--- config.mk ---
export PLATFORM = sky130hd
export DESIGN_NAME = pselr_ctrl
export DESIGN_NICKNAME = d
export VERILOG_FILES = /design/src/hw/rtl/pselr_pkg.sv /design/src/hw/rtl/pselr_ctrl.sv
export SDC_FILE = /design/constraint.sdc
export NUM_CORES = 1
export LEC_CHECK = 0
export BUFFER_PORTS_ARGS = -buffer_cell sky130_fd_sc_hd__buf_2
export CAP_MARGIN = 20
export CORE_UTILIZATION = 40
export DETAILED_ROUTE_END_ITERATION = 10
export PLACE_DENSITY = 0.64
export SLEW_MARGIN = 25
export SYNTH_ARGS = -nofsm -noshare
export SYNTH_HDL_FRONTEND = slang
export SYNTH_SLANG_ARGS = --single-unit
--- constraint.sdc ---
create_clock -name clock -period 7.7 [get_ports clock]
set_clock_uncertainty 0.05 [all_clocks]
set_input_delay 0.77 -clock clock [delete_from_list [all_inputs] [get_ports clock]]
set_output_delay 0.77 -clock clock [all_outputs]
set_load 0.03 [all_outputs]
--- src/hw/rtl/pselr_pkg.sv ---
package pselr_pkg;

   localparam int MAX_MARKERS = 64;
   localparam int IDX_W       = $clog2(MAX_MARKERS);
   localparam int CNT_W       = IDX_W + 1;
   localparam int COORD_W     = 16;
   localparam int DIFF_W      = COORD_W + 1;
   localparam int SQ_W        = 2 * COORD_W;
   localparam int LIM_W       = 33;
   localparam int CHORD_W     = 34;
   localparam int CHORD_DEPTH = MAX_MARKERS - 1;

   // purpose of a marker store read
   typedef enum logic [1:0] {
      RD_CHORD,
      RD_COMPACT,
      RD_EMIT
   } rd_mode_type;

   // controller to datapath
   typedef struct packed {
      logic              rd_en;
      rd_mode_type       rd_mode;
      logic [IDX_W-1:0]  rd_addr;
      logic              rd_keep;
      logic [IDX_W-1:0]  rd_waddr;
      logic              rd_last;
      logic              ld_we;
      logic [IDX_W-1:0]  ld_addr;
      logic [IDX_W-1:0]  crd_addr;
      logic              cap_m1;
      logic              cap_0;
   } pselr_cmd_type;

   // datapath to controller
   typedef struct packed {
      logic busy;
      logic out_valid;
      logic rd_lt;
      logic c0_lt;
      logic nb_le;
   } pselr_status_type;

endpackage

--- src/hw/rtl/pselr_ctrl.sv ---
module pselr_ctrl import pselr_pkg::*; (
   input  logic             clock,
   input  logic             reset,
   input  logic             req_valid,
   input  logic             req_last,
   output logic             req_ready,
   input  pselr_status_type status,
   output pselr_cmd_type    cmd
);

   typedef enum logic [4:0] {
      S_LOAD, S_PSTART, S_CH_RD, S_CH_WAIT, S_D0_RD, S_D0_EV, S_LOOP,
      S_RA, S_RB, S_RC, S_EV, S_TAIL, S_T_EV, S_CP_RD, S_CP_WAIT,
      S_E_RD, S_E_LD
   } state_type;

   state_type              state_ff;
   logic [CNT_W-1:0]       n_ff, k_ff, i_ff, w_ff;
   logic                   pre_ff;
   logic [MAX_MARKERS-1:0] drop_ff;
   logic [CNT_W:0]         i_p2;

   assign i_p2      = {1'b0, i_ff} + (CNT_W+1)'(2);
   assign req_ready = state_ff == S_LOAD;

   // drive datapath commands from state and counters
   always_comb begin
      cmd          = '0;
      cmd.rd_mode  = RD_CHORD;
      cmd.rd_addr  = k_ff[IDX_W-1:0];
      cmd.rd_keep  = !drop_ff[k_ff[IDX_W-1:0]];
      cmd.rd_waddr = w_ff[IDX_W-1:0];
      cmd.rd_last  = k_ff == n_ff - CNT_W'(1);
      cmd.ld_addr  = k_ff[IDX_W-1:0];
      cmd.crd_addr = i_ff[IDX_W-1:0];
      case (state_ff)
         S_LOAD:  cmd.ld_we = req_valid;
         S_CH_RD: cmd.rd_en = 1'b1;
         S_D0_RD: cmd.crd_addr = '0;
         S_RA:    cmd.crd_addr = i_ff[IDX_W-1:0] - IDX_W'(1);
         S_RB: begin
            cmd.cap_m1 = 1'b1;
         end
         S_RC: begin
            cmd.crd_addr = i_ff[IDX_W-1:0] + IDX_W'(1);
            cmd.cap_0    = 1'b1;
         end
         S_CP_RD: begin
            cmd.rd_en   = 1'b1;
            cmd.rd_mode = RD_COMPACT;
         end
         S_E_RD: begin
            cmd.rd_en   = !status.out_valid;
            cmd.rd_mode = RD_EMIT;
         end
         default: ;
      endcase
   end

   // sequence load, passes and emission
   always_ff @(posedge clock) begin
      if (reset) begin
         state_ff <= S_LOAD;
         n_ff     <= '0;
         k_ff     <= '0;
         i_ff     <= '0;
         w_ff     <= '0;
         pre_ff   <= 1'b0;
         drop_ff  <= '0;
      end else begin
         case (state_ff)
            S_LOAD: begin
               if (req_valid) begin
                  if (req_last || k_ff == CNT_W'(MAX_MARKERS - 1)) begin
                     n_ff     <= k_ff + CNT_W'(1);
                     k_ff     <= '0;
                     state_ff <= (k_ff + CNT_W'(1) < CNT_W'(3)) ? S_E_RD : S_PSTART;
                  end else begin
                     k_ff <= k_ff + CNT_W'(1);
                  end
               end
            end
            S_PSTART: begin
               k_ff     <= '0;
               w_ff     <= '0;
               drop_ff  <= '0;
               state_ff <= S_CH_RD;
            end
            S_CH_RD: begin
               k_ff <= k_ff + CNT_W'(1);
               if (k_ff == n_ff - CNT_W'(1)) begin
                  state_ff <= S_CH_WAIT;
               end
            end
            S_CH_WAIT: begin
               if (!status.busy) begin
                  state_ff <= S_D0_RD;
               end
            end
            S_D0_RD: state_ff <= S_D0_EV;
            // first chord decides whether marker one goes
            S_D0_EV: begin
               if (status.rd_lt) begin
                  pre_ff     <= 1'b1;
                  drop_ff[1] <= 1'b1;
                  i_ff       <= CNT_W'(2);
               end else begin
                  pre_ff <= 1'b0;
                  i_ff   <= CNT_W'(1);
               end
               state_ff <= S_LOOP;
            end
            S_LOOP: state_ff <= (i_p2 < {1'b0, n_ff}) ? S_RA : S_TAIL;
            S_RA: state_ff <= S_RB;
            S_RB: state_ff <= S_RC;
            S_RC: state_ff <= S_EV;
            // for a short chord, drop the endpoint with the shorter neighbor chord
            S_EV: begin
               if (!status.c0_lt) begin
                  pre_ff <= 1'b0;
                  i_ff   <= i_ff + CNT_W'(1);
               end else if (status.nb_le) begin
                  if (!pre_ff) begin
                     drop_ff[i_ff[IDX_W-1:0]] <= 1'b1;
                  end
                  pre_ff <= !pre_ff;
                  i_ff   <= i_ff + CNT_W'(1);
               end else begin
                  drop_ff[i_ff[IDX_W-1:0] + IDX_W'(1)] <= 1'b1;
                  pre_ff <= 1'b1;
                  i_ff   <= i_ff + CNT_W'(2);
               end
               state_ff <= S_LOOP;
            end
            S_TAIL: begin
               k_ff <= '0;
               w_ff <= '0;
               state_ff <= (i_ff + CNT_W'(1) != n_ff && !pre_ff) ? S_T_EV : S_CP_RD;
            end
            S_T_EV: begin
               if (status.rd_lt) begin
                  drop_ff[i_ff[IDX_W-1:0]] <= 1'b1;
               end
               state_ff <= S_CP_RD;
            end
            // copy survivors down in place
            S_CP_RD: begin
               k_ff <= k_ff + CNT_W'(1);
               if (!drop_ff[k_ff[IDX_W-1:0]]) begin
                  w_ff <= w_ff + CNT_W'(1);
               end
               if (k_ff == n_ff - CNT_W'(1)) begin
                  state_ff <= S_CP_WAIT;
               end
            end
            S_CP_WAIT: begin
               if (!status.busy) begin
                  n_ff <= w_ff;
                  k_ff <= '0;
                  state_ff <= (w_ff != n_ff && w_ff >= CNT_W'(3)) ? S_PSTART : S_E_RD;
               end
            end
            S_E_RD: begin
               if (!status.out_valid) begin
                  k_ff     <= k_ff + CNT_W'(1);
                  state_ff <= S_E_LD;
               end
            end
            S_E_LD: begin
               if (k_ff == n_ff) begin
                  k_ff     <= '0;
                  state_ff <= S_LOAD;
               end else begin
                  state_ff <= S_E_RD;
               end
            end
            default: state_ff <= S_LOAD;
         endcase
      end
   end

endmodule

# Word level (Yosys, flattened, before mapping)
# Cells that the tools add are included.
# word_totals
register_bits	98
input_bits	9
word_cells	137
# op_classes
addsub	8
order_cmp	8
eq_ne	34
mux	53
bitwise	2
reduce_logical	24
# ops
op	count
64-bit two-way mux	4
62-bit case mux with 3 select lines	1
64-bit OR	2
5-bit case mux with 16 select lines	1
7-bit two-way mux	11
7-bit case mux with 2 select lines	3
7-bit case mux with 6 select lines	1
5-bit by 4-bit == test with 1-bit output (second input constant)	8
5-bit two-way mux	7
2-bit != test (second input constant)	11
7-bit by 1-bit adder with 7-bit output (second input constant)	3
6-bit by 7-bit < comparator with 1-bit output (second input constant)	3
5-bit by 3-bit == test with 1-bit output (second input constant)	4
6-bit case mux with 3 select lines	1
4-bit two-way mux	4
7-bit == test	2
7-bit != test	2
1-bit demux with 6-bit select	2
6-bit by 1-bit >= comparator with 1-bit output (second input constant)	2
1-bit two-way mux	11
5-bit by 2-bit == test with 1-bit output (second input constant)	2
5-bit AND reduction	2
7-bit by 2-bit adder with 8-bit output (second input constant)	1
8-bit by 7-bit < comparator with 1-bit output	1
29 further kinds	40

# Depth between registers and ports, before layout
# logic_depth
depth_word	9
depth_mapped	12

# Worst setup path before layout
# OpenSTA, ideal clock, no wires.
# synth_path
path_kind	reg2out
from	register state_ff[1]
to	output cmd[6] (netlist bit)
t_arrival_ns	2.189
required_time_ns	6.880
setup_slack_ns	4.691
path_stages_with_launch	9
path_buffers	3
cell_sequence	dfxtp_1 -> buf_2 -> clkbuf_1 -> clkbuf_1 -> nand2_1 -> or2_1 -> nor2_1 -> nand3_1 -> o221ai_1
# synth_rtl
element	line	source
from (decl)	pselr_ctrl.sv:17	state_type state_ff;
from (signal assigned)	pselr_ctrl.sv:77	state_ff <= (k_ff + CNT_W'(1) < CNT_W'(3)) ? S_E_RD : S_PSTART;
from (signal assigned)	pselr_ctrl.sv:113	S_LOOP: state_ff <= (i_p2 < {1'b0, n_ff}) ? S_RA : S_TAIL;
from (signal assigned)	pselr_ctrl.sv:138	state_ff <= (i_ff + CNT_W'(1) != n_ff && !pre_ff) ? S_T_EV : S_CP_RD;
to (decl)	pselr_ctrl.sv:8	output pselr_cmd_type cmd

==> metrics.txt <==
initial antenna violation count=0; PwrDens=249 nW/um2; Iteration-0 DRC Markers=895; CTS buffer count=9; fillers=1921; Yosys cell types=69; total die area=19600 um2; r2r setup slk=4.29 ns; synthesis-to-layout area growth=4.76%; FF+latch area=1960 um2; post-synthesis sequential area ratio=0.258; Synth async-reset ratio=0; Synth Flop Type=dfxtp_1; Total Wirelength=25400 um; crit-path cells=mux4_2 > mux2_2 > and3_1 > a211oi_2 > or2_2 > buf_2; final period utilization=0.495; Die X=140 um; Root Driver=clkbuf_16; highest-count cells in the layout ignoring fill and taps=215 x a21oi_1, 117 x nand2_1, 97 x dfxtp_1; Worst R2R End=k_ff[6]; number of setup buffers added after CTS=0; Avg Synthesized Cell Area=7.09 um2; deepest clock path buffer count=2; DP HPWL=15600 um; Finished Core Util=0.427; Slew headroom=0.233; RR Startpoint=k_ff[0]; GP Congestion=0.867; core area=18700 um2; Max FO, Critical Path=31; row count=50; hold path depth=2; worst hold path startpoint=drop_ff[20]; clk slew on worst S/H paths=0.07 ns; final hold vios=0; largest net degree at the start of global routing=96; Top Ports=42; EDFF count, synth=0; final setup vio count=0; Max-Cap Viols=0; Yosys reg bits=98; Worst-Margin Slew=1.15 ns; crit path DAT=2.99 ns; total clock sinks=98; status=complete, no violations; Leakage Power=0.00312 uW; commonest non-fill, non-tap cell in the layout=a21oi_1; slowest CP cell=dfxtp_2; DRT antenna net count=0; Nets=1040; crit end category=output port; H-tree depth=3; hold path endpoint=drop_ff[20]; Worst EP required=6.88 ns; syn_nets=1100; Synth Instances=1074; Pre-antenna DRT Iters=6; first-pass GRT wire length=40100 um; Die H=140 um; CTS tree=built; hold_buf cts=0; setup_tns=0 ns; global route overflow=0; # diodes=0; IO Port Bufs=41; wire length per cell=20.2 um; WS Path Type=flop to output port; Max Clk Rate=262 MHz; area occupied by multi-input gates=5040 um2; post-cts sizing count=0; Worst-Skew Late Latency=0.37 ns; DR vias=8014; CP peak stage delay=0.94 ns; vias in the first global route=7202; Vias per Instance=6.40; total track usage=0.259; Worst Reg2Reg Path Length in Cells=8; ratio of cells with drive above 1 in the final layout=0.0972; minimum clock period after layout=3.81 ns; initial core utilization=0.407; RSZ-0062 raised after global routing=no; CP startpoint kind=flop; YS warnings=0; VDD IR-drop max=0.137 mV; DRC viols=0; synthesized area=7620 um2; worst hold path type=flop to flop; fin. max-slew vios=0
==> worst max-delay path: cells and delay by family (launching register included) <==
kind            cells  cell delay, ns
compound gates      1            0.22
buf+inv             1            0.20
mux                 2            0.88
flops               1            0.94
simple gates        2            0.38
==> through the flow <==
stage	worst slack (ns)	instances	power, uW	cell area [um2]	hold slack (ns)
2_1_floorplan	4.69	1074	1290	7620	0.431
3_3_place_gp	4.32	1237	1460	7630	0.464
3_5_place_dp	4.28	1237	1460	7640	0.472
4_1_cts	3.88	1253	1980	7970	0.484
5_1_grt	3.76	1253	2100	7980	0.508
6_report	3.89	1253	1990	7980	0.483
==> cell families (layout without fill, tap and decap cells) <==
| kind of cell | after synthesis | after routing | synth area share |
|---|---|---|---|
| AO/OA/AOI/OAI | 387 | 387 | 0.298 |
| XOR/XNOR | 41 | 41 | 0.0471 |
| adder cells (fa/ha/maj) | 17 | 17 | 0.0279 |
| buffers and inverters | 140 | 85 | 0.0852 |
| flip-flops | 98 | 98 | 0.258 |
| multiplexers | 28 | 28 | 0.0557 |
| AND/OR/NAND/NOR | 363 | 363 | 0.229 |
==> state kept, by name, summed over array words and instances, names as in the netlist <==
register  count
state_ff      5
drop_ff      64
n_ff          7
i_ff          7
pre_ff        1
k_ff          7
w_ff          7
==> cell type report <==
type                            count  area share
Clock buffer                       11      0.0304
Inverter                           18     0.00847
Clock inverter                      5      0.0107
Timing Repair Buffer               51      0.0359
Sequential cell                    98       0.246
Multi-Input combinational cell    836       0.632
Tap cell                          234      0.0367
==> power by group <==
| part | leakage, uW | internal, uW | switching (uW) |
|---|---|---|---|
| clock | 0.000162 | 297 | 221 |
| sequential | 0.000791 | 529 | 98.3 |
| combinational | 0.00217 | 285 | 559 |
| total | 0.00312 | 1110 | 878 |
==> worst max path at each step <==
stage,slack (ns),endpoint,cells after the start,from
floorplan,4.69,cmd[6],8,state_ff[1]
global placement,4.32,cmd[22],6,k_ff[0]
detailed placement,4.28,cmd[22],6,k_ff[0]
CTS,3.88,cmd[22],6,k_ff[0]
global route,3.76,cmd[22],6,k_ff[0]
finish,3.89,cmd[22],6,k_ff[0]
==> cell usage after synthesis, types with 4 or more instances <==
cell	instances	area (um2)
a21oi_1	215	1080
nand2_1	117	439
dfxtp_1	98	1960
nor3_1	77	385
clkbuf_1	68	255
o22ai_1	65	407
nor2_1	60	225
xnor2_1	29	254
nand3_1	27	135
buf_2	21	105
buf_4	20	150
ha_1	17	213
inv_1	16	60.1
nor2b_1	16	100
o21ai_0	15	75.1
o21ai_1	13	65.1
mux2i_1	12	120
xor2_1	12	105
mux4_2	11	248
buf_1	10	37.5
a211oi_1	8	60.1
and3_1	8	50.1
or3_1	8	50.1
a22oi_1	7	52.6
and2_1	7	43.8
nand2b_1	7	43.8
o211ai_1	7	52.6
a211o_1	6	52.6
a21o_1	6	45.0
a31oi_1	6	37.5
nor4_1	6	37.5
nand4_1	5	31.3
o31ai_1	5	37.5
a221oi_1	4	35.0
nor3b_1	4	30.0
==> layer usage <==
| layer | GRT usage | up-vias | part of all wire |
|---|---|---|---|
| li1 | - | 3782 | - |
| met1 | 0.342 | 3772 | 0.43 |
| met2 | 0.419 | 402 | 0.46 |
| met3 | 0.0448 | 58 | 0.079 |
| met4 | 0.0972 | 0 | 0.030 |
| met5 | 0 | - | 0 |
No activity file was read; power rests on OpenSTA's default activity.
